File: src/rtl/core/nsf_pkg.sv
// nsf_pkg: types and constants shared by the NMEA sentence framer.
// No dependencies; the framer top level takes these by scoped name.

package nsf_pkg;

    // Request kinds carried on the slave-side tuser
    typedef enum logic [1:0] {
        REQ_BYTE     = 2'd0,
        REQ_CLR_SENT = 2'd1,
        REQ_CLR_FAIL = 2'd2,
        REQ_READ     = 2'd3
    } t_req;

    typedef enum logic [1:0] {
        MODE_WAIT    = 2'd0,
        MODE_COLLECT = 2'd1,
        MODE_READY   = 2'd2
    } t_frame_mode;

    localparam int unsigned BUF_DEPTH_DEF = 128;
    localparam int unsigned END_RESERVE   = 2;

    localparam logic [7:0] START_CHAR = 8'h24;
    localparam logic [7:0] LINE_END   = 8'h0A;

    localparam int unsigned IDX_W = 7;
    localparam int unsigned LEN_W = 7;
    localparam int unsigned CHR_W = 8;

endpackage

File: src/rtl/core/nsf_ram.sv
// nsf_ram: generic single-write, single-read RAM with registered read data.
// Read data holds its last value while no read is issued. No dependencies.

module nsf_ram #(
    parameter int unsigned WIDTH = 8,
    parameter int unsigned DEPTH = 128
) (
    input  logic                     i_clk,
    input  logic                     i_we,
    input  logic [$clog2(DEPTH)-1:0] i_waddr,
    input  logic [WIDTH-1:0]         i_wdata,
    input  logic                     i_re,
    input  logic [$clog2(DEPTH)-1:0] i_raddr,
    output logic [WIDTH-1:0]         o_rdata
);

    logic [WIDTH-1:0] r_mem [DEPTH];
    logic [WIDTH-1:0] r_rdata;

    always_ff @(posedge i_clk) begin
        if (i_we) begin
            r_mem[i_waddr] <= i_wdata;
        end
        if (i_re) begin
            r_rdata <= r_mem[i_raddr];
        end
    end

    assign o_rdata = r_rdata;

endmodule

File: src/rtl/core/nmea_sentence_framer.sv
// Channel   Dir  Handshake              Payload
// s (req)   in   i_s_tvalid/o_s_tready  tdata: rx_byte, read_index; tuser: req_type
// m (res)   out  o_m_tvalid/i_m_tready  tdata: sentence_length, read_char;
//                                       tuser: sentence_ready, fail_flag
//
// One word is taken per cycle while m does not stall; each word's result passes through
// the read stage (registered line store read) and then the output register.
// Mode, fail flag and fill count update in the accept cycle; the line store
// gets at most one write per word, so no two words contend for it.
// Reset (i_rst_n low, synchronous) empties the pipe and returns to waiting.
// Back-pressure on m stalls the read stage and then the input.
// Depends on nsf_pkg and nsf_ram.

module nmea_sentence_framer #(
    parameter int unsigned BUF_DEPTH = nsf_pkg::BUF_DEPTH_DEF
) (
    input  logic        i_clk,
    input  logic        i_rst_n,
    input  logic        i_s_tvalid,
    output logic        o_s_tready,
    input  logic [15:0] i_s_tdata,   // [7:0] rx_byte, [14:8] read_index, [15] zero
    input  logic [1:0]  i_s_tuser,   // [1:0] req_type
    output logic        o_m_tvalid,
    input  logic        i_m_tready,
    output logic [15:0] o_m_tdata,   // [6:0] sentence_length, [14:7] read_char, [15] zero
    output logic [1:0]  o_m_tuser    // [0] sentence_ready, [1] fail_flag
);

    localparam int unsigned CW   = $clog2(BUF_DEPTH);
    localparam int unsigned CMPW = (CW > nsf_pkg::IDX_W) ? CW : nsf_pkg::IDX_W;
    localparam logic [CW-1:0] FULL_AT = CW'(BUF_DEPTH - nsf_pkg::END_RESERVE);

    // control state
    nsf_pkg::t_frame_mode r_mode, n_mode;
    logic                 r_err, n_err;
    logic [CW-1:0]        r_count, n_count;

    // request decode
    nsf_pkg::t_req               req;
    logic [7:0]                  rx_byte;
    logic [nsf_pkg::IDX_W-1:0]   rd_idx;
    logic                        accept;

    // line store port
    logic          we;
    logic [CW-1:0] waddr;
    logic [7:0]    wdata;
    logic          re;
    logic [7:0]    rdata;

    // read stage
    logic                       r_s1_vld;
    logic                       r_s1_ready;
    logic                       r_s1_fail;
    logic [nsf_pkg::LEN_W-1:0]  r_s1_len;
    logic                       r_s1_hit;
    logic                       s1_move;
    logic                       rd_hit;

    // output register
    logic                       r_out_vld;
    logic                       r_out_ready;
    logic                       r_out_fail;
    logic [nsf_pkg::LEN_W-1:0]  r_out_len;
    logic [nsf_pkg::CHR_W-1:0]  r_out_chr;

    assign req     = nsf_pkg::t_req'(i_s_tuser);
    assign rx_byte = i_s_tdata[7:0];
    assign rd_idx  = i_s_tdata[14:8];

    assign s1_move    = !r_out_vld || i_m_tready;
    assign o_s_tready = !r_s1_vld || s1_move;
    assign accept     = i_s_tvalid && o_s_tready;

    // next mode, flag, count and line store write
    always_comb begin
        n_mode  = r_mode;
        n_err   = r_err;
        n_count = r_count;
        we      = 1'b0;
        waddr   = r_count;
        wdata   = rx_byte;
        if (accept) begin
            case (req)
                nsf_pkg::REQ_BYTE: begin
                    case (r_mode)
                        nsf_pkg::MODE_COLLECT: begin
                            if (r_count >= FULL_AT) begin
                                // overflow: drop the byte and start over
                                n_err   = 1'b1;
                                n_count = '0;
                                n_mode  = nsf_pkg::MODE_WAIT;
                            end else if (rx_byte == nsf_pkg::START_CHAR) begin
                                we      = 1'b1;
                                waddr   = '0;
                                wdata   = nsf_pkg::START_CHAR;
                                n_count = CW'(1);
                                n_err   = 1'b1;
                            end else begin
                                we      = 1'b1;
                                n_count = r_count + CW'(1);
                                if (rx_byte == nsf_pkg::LINE_END) begin
                                    n_mode = nsf_pkg::MODE_READY;
                                end
                            end
                        end
                        default: begin
                            // waiting or ready: only a start character is welcome
                            if (rx_byte == nsf_pkg::START_CHAR) begin
                                we      = 1'b1;
                                waddr   = '0;
                                wdata   = nsf_pkg::START_CHAR;
                                n_count = CW'(1);
                                n_mode  = nsf_pkg::MODE_COLLECT;
                            end else begin
                                n_mode = nsf_pkg::MODE_WAIT;
                                n_err  = 1'b1;
                            end
                        end
                    endcase
                end
                nsf_pkg::REQ_CLR_SENT: begin
                    n_count = '0;
                    n_mode  = nsf_pkg::MODE_WAIT;
                end
                nsf_pkg::REQ_CLR_FAIL: begin
                    n_err = 1'b0;
                end
                default: begin
                end
            endcase
        end
    end

    // a read request leaves the state alone, so the current state decides it
    assign rd_hit = (req == nsf_pkg::REQ_READ) && (r_mode == nsf_pkg::MODE_READY)
                    && (CMPW'(rd_idx) < CMPW'(r_count));
    assign re     = accept && rd_hit;

    nsf_ram #(
        .WIDTH (8),
        .DEPTH (BUF_DEPTH)
    ) u_line_store (
        .i_clk   (i_clk),
        .i_we    (we),
        .i_waddr (waddr),
        .i_wdata (wdata),
        .i_re    (re),
        .i_raddr (CW'(rd_idx)),
        .o_rdata (rdata)
    );

    always_ff @(posedge i_clk) begin
        if (!i_rst_n) begin
            r_mode  <= nsf_pkg::MODE_WAIT;
            r_err   <= 1'b0;
            r_count <= '0;
        end else begin
            r_mode  <= n_mode;
            r_err   <= n_err;
            r_count <= n_count;
        end
    end

    // read stage: hold while the output register is blocked
    always_ff @(posedge i_clk) begin
        if (!i_rst_n) begin
            r_s1_vld <= 1'b0;
        end else if (o_s_tready) begin
            r_s1_vld <= i_s_tvalid;
        end
    end

    always_ff @(posedge i_clk) begin
        if (accept) begin
            r_s1_ready <= (n_mode == nsf_pkg::MODE_READY);
            r_s1_fail  <= n_err;
            r_s1_len   <= (n_mode == nsf_pkg::MODE_READY) ? nsf_pkg::LEN_W'(n_count) : '0;
            r_s1_hit   <= rd_hit;
        end
    end

    always_ff @(posedge i_clk) begin
        if (!i_rst_n) begin
            r_out_vld <= 1'b0;
        end else if (s1_move) begin
            r_out_vld <= r_s1_vld;
        end
    end

    always_ff @(posedge i_clk) begin
        if (s1_move && r_s1_vld) begin
            r_out_ready <= r_s1_ready;
            r_out_fail  <= r_s1_fail;
            r_out_len   <= r_s1_len;
            r_out_chr   <= r_s1_hit ? rdata : '0;
        end
    end

    assign o_m_tvalid = r_out_vld;
    assign o_m_tdata  = {1'b0, r_out_chr, r_out_len};
    assign o_m_tuser  = {r_out_fail, r_out_ready};

    // checks
    a_count_bound : assert property (@(posedge i_clk) disable iff (!i_rst_n)
        r_count <= FULL_AT)
        else $error("fill count past the buffer limit");

    a_ready_len : assert property (@(posedge i_clk) disable iff (!i_rst_n)
        (r_mode == nsf_pkg::MODE_READY) |-> (r_count >= CW'(2)))
        else $error("ready sentence shorter than start and line end");

    a_collect_len : assert property (@(posedge i_clk) disable iff (!i_rst_n)
        (r_mode == nsf_pkg::MODE_COLLECT) |-> (r_count != '0))
        else $error("collecting with an empty buffer");

    a_hit_ready : assert property (@(posedge i_clk) disable iff (!i_rst_n)
        (r_s1_vld && r_s1_hit) |-> r_s1_ready)
        else $error("stored byte read without a ready sentence");

    a_s1_hold : assert property (@(posedge i_clk) disable iff (!i_rst_n)
        (r_s1_vld && !s1_move) |=> (r_s1_vld && $stable(r_s1_len) && $stable(r_s1_hit)))
        else $error("read stage lost a word under back-pressure");

endmodule

File: config.mk
export PLATFORM = sky130hd
export DESIGN_NAME = nmea_sentence_framer
export DESIGN_NICKNAME = d
export VERILOG_FILES = /design/src/rtl/core/nsf_pkg.sv /design/src/rtl/core/nsf_ram.sv /design/src/rtl/core/nmea_sentence_framer.sv
export SDC_FILE = /design/constraint.sdc
export NUM_CORES = 1
export LEC_CHECK = 0
export BUFFER_PORTS_ARGS = -buffer_cell sky130_fd_sc_hd__buf_2
export CORE_ASPECT_RATIO = 1.25
export CORE_MARGIN = 4
export CORE_UTILIZATION = 39
export CTS_BUF_LIST = sky130_fd_sc_hd__clkbuf_4 sky130_fd_sc_hd__clkbuf_8
export DETAILED_ROUTE_END_ITERATION = 8
export PLACE_DENSITY_LB_ADDON = 0.25
export SLEW_MARGIN = 10
export SYNTH_ARGS = -nofsm -noshare
export SYNTH_HDL_FRONTEND = slang
export SYNTH_SLANG_ARGS = --single-unit
File: constraint.sdc
create_clock -name i_clk -period 3.5 [get_ports i_clk]
set_clock_uncertainty 0.1 [all_clocks]
set_input_delay 0.175 -clock i_clk [delete_from_list [all_inputs] [get_ports i_clk]]
set_output_delay 0.175 -clock i_clk [all_outputs]
set_load 0.02 [all_outputs]
==> impl_metrics.toml <==
[yosys]
ys_seq_area_frac = 0.771
async_flop_share = 0
ys.flop_type = "edfxtp_1"
synth_edf_count = 1059
syn_inst = 2126
synth.distinct_cells = 55
synth_area_per_cell_um2 = 19.6
synth.ff_latch_count = 1071
yosysWarningCount = 0
synthesis.area_um2 = 41600

[place]
port_buffers = 39
dp_cells = 3598
place_hpwl_um = 61300
dp_worst_setup_slack_ns = 0.165
place.gp.congestion = 0.850

[global_route]
grt_first_pass_wirelength_um = 146000
grt_pass1_vias = 22400
grt_max_degree = 93
grt_overflow = 0
antenna_found_initial = 3
grt.total_usage = 0.178

[floorplan]
ioPinCount = 42
dieArea_um2 = 112000
die_y_um = 373
rows = 133
core_area_um2 = 106000
fp.dieW_um = 300
start_util = 0.394

[worst_setup_path]
startpoint = "i_s_tdata[0]"
reg2reg_to = "u_line_store.r_mem[20][1]$_DFFE_PP_"
path_max_fanout = 8
critPathArrivalTime_ns = 3.86
rr_startpoint = "r_count[0]$_SDFF_PN0_"
endpoint = "u_line_store.r_mem[16][4]$_DFFE_PP_"
r2r_cells = 9
cp.required_ns = 3.83
rrSetupSlack_ns = 0.12
worstSetupStartpointType = "input pin"
path_class = "in2reg"
end_kind = "flip-flop"

[route]
wl_per_cell_um = 25.5
routed-via-count = 20900
via_per_inst = 5.35
drtIter0Drc = 1932
dr.pass1.iters = 6
routed_wl_um = 99400
drcViolationCount = 0
ant_nets = 0

[run]
maxCapViolCount = 0

[final_layout]
nFillCells = 9004
area_growth_pct = 14.9
seq_area_um2 = 32000
instances_no_fill = 3906
postLayoutCoreUtil = 0.453
multi_input_area_um2 = 9100
final_common_cell = "edfxtp_1"
final_cell_mix = "edfxtp_1, mux4_2, clkbuf_8"
layout.nets = 2390
drive_above_1_share = 0.261

[cts]
cts_tree = "yes"
cts_buffer_depth = 3
numCtsBuffers = 157
cts-root-buf = "clkbuf_8"
h-tree-depth = 4
clkTransAtPathRegs_ns = 0.06
clock-sinks = 1071
clkLatencyLatePin_ns = 0.83

[timing]
setup-violations-final = 19
slew_headroom = 0.267
finalHoldViolCount = 0
fin_crit_ns = 3.53
rsz0062_at_grt = "true"
slew_violations = 0
layout_worst_path_cycle_share = 1.01
setup_slack_ns = -0.0271
timing.fmax_mhz = 284
fin_setup_tns_ns = -0.333
worst_pin_slew_ns = 1.10

[status]
status = "complete, but fails checks"
failed_checks = "setup timing"

[worst_hold_path]
hold_path_class = "in2reg"

[power_and_ir_drop]
max-vdd-ir-drop_mv = 0.347
leakagePower_nw = 15.3
p_per_area_nw_per_um2 = 532
==> sequential cells by signal, indices dropped and copies added (netlist names), 2 cells and up <==
name,count
r_s1_len,7
r_out_chr,8
r_count,7
u_line_store.o_rdata,8
u_line_store.r_mem,1024
r_out_len,7
r_mode,2
==> worst max-delay path, cell delays in order <==
cell           delay, ns
dlygate4sd3_1       0.54
buf_4               0.14
or4_4               0.54
dlygate4sd3_1       0.64
nor4_4              0.29
nand2_1             0.19
a21oi_4             0.30
nand3b_4            0.33
nor2_1              0.70
==> synth_stat cells (2+ instances only) <==
library cell | number | area share
o21a_1 | 2 | 0.00036
nor4_1 | 13 | 0.0020
nor2_1 | 151 | 0.014
a21oi_1 | 6 | 0.00072
inv_1 | 11 | 0.00099
or3b_2 | 3 | 0.00063
a211o_1 | 2 | 0.00042
buf_2 | 29 | 0.0035
nand2b_1 | 3 | 0.00045
nor3_1 | 18 | 0.0022
and2_1 | 13 | 0.0020
mux4_2 | 192 | 0.10
o22ai_1 | 58 | 0.0087
dfxtp_1 | 12 | 0.0058
a211oi_1 | 57 | 0.010
a22oi_1 | 64 | 0.012
a31oi_1 | 3 | 0.00045
nand4_1 | 5 | 0.00075
nand3b_1 | 5 | 0.00090
nand3_2 | 3 | 0.00072
a21o_1 | 3 | 0.00054
o21ai_0 | 11 | 0.0013
edfxtp_1 | 1059 | 0.76
buf_4 | 5 | 0.00090
ha_1 | 8 | 0.0024
nor2b_1 | 11 | 0.0017
a21boi_0 | 3 | 0.00054
mux2i_1 | 128 | 0.031
nand2_1 | 109 | 0.0098
buf_1 | 14 | 0.0013
nand3_1 | 22 | 0.0026
nor3_2 | 2 | 0.00048
or2_2 | 3 | 0.00045
clkbuf_1 | 77 | 0.0070
==> worst min-delay path by stage <==
stage / start / endpoint / slack [ns] / depth (start not counted)
after global placement: r_s1_ready$_DFFE_PN_ / r_out_ready$_DFFE_PP_ / 0.31 / 0
after detailed placement: r_s1_len[3]$_SDFFCE_PP0N_ / r_out_len[3]$_DFFE_PP_ / 0.31 / 0
after floorplan: i_s_tvalid / r_s1_vld$_SDFFE_PN0N_ / 0.21 / 2
final: i_s_tdata[12] / r_s1_hit$_DFFE_PN_ / 0.07 / 5
after CTS: i_s_tdata[12] / r_s1_hit$_DFFE_PN_ / 0.001 / 5
after global routing: i_s_tdata[12] / r_s1_hit$_DFFE_PN_ / 0.04 / 5
==> routing by layer <==
| layer | vias to the layer above | track usage | wire, um |
|---|---|---|---|
| li1 | 9152 | - | - |
| met1 | 10900 | 0.218 | 38400 |
| met2 | 663 | 0.310 | 51600 |
| met3 | 214 | 0.0351 | 5450 |
| met4 | 0 | 0.0726 | 3900 |
| met5 | - | 0 | 0 |
==> through the flow <==
stage                     cell area [um2]  total power [mW]  hold WS, ns
final                               47800              25.4       0.0673
after global routing                47800              26.3       0.0382
after CTS                           47700              25.7     0.000956
after detailed placement            44300              15.5        0.307
after global placement              44300              15.5        0.308
after floorplan                     41600              15.1        0.214
==> power breakdown <==
part	switching, mW	total [mW]	internal (mW)	leakage [nW]
sequential	0.0129	14.1	14.1	9.65
clock	4.66	10.1	5.46	1.67
combinational	0.716	1.12	0.401	3.96
==> cell families after synthesis <==
family                     after synthesis  synth area share
other                                    1         0.0000902
and+or+nand+nor                        370            0.0406
adders and majority gates                8           0.00241
muxes                                  320             0.135
DFF                                   1071             0.771
AOI/OAI and AO/OA                      219            0.0375
buffers and inverters                  137            0.0139
==> repair_timing <==
action,in CTS,in global routing
hold endpoints to repair,399,0
setup endpoints to repair,0,243
resized for setup,0,21
setup buffers,0,0
hold buffers,20,0
==> area by class of cell <==
type                    count  share of cell area
well taps                1417              0.0371
inverters                  11            0.000865
clock buffers             213              0.0547
multi-input cells         934               0.191
repair buffers            185              0.0339
diodes                      2            0.000105
clock inverters            73              0.0118
flip-flops and latches   1071               0.671
(Power assumes the default switching activity.)
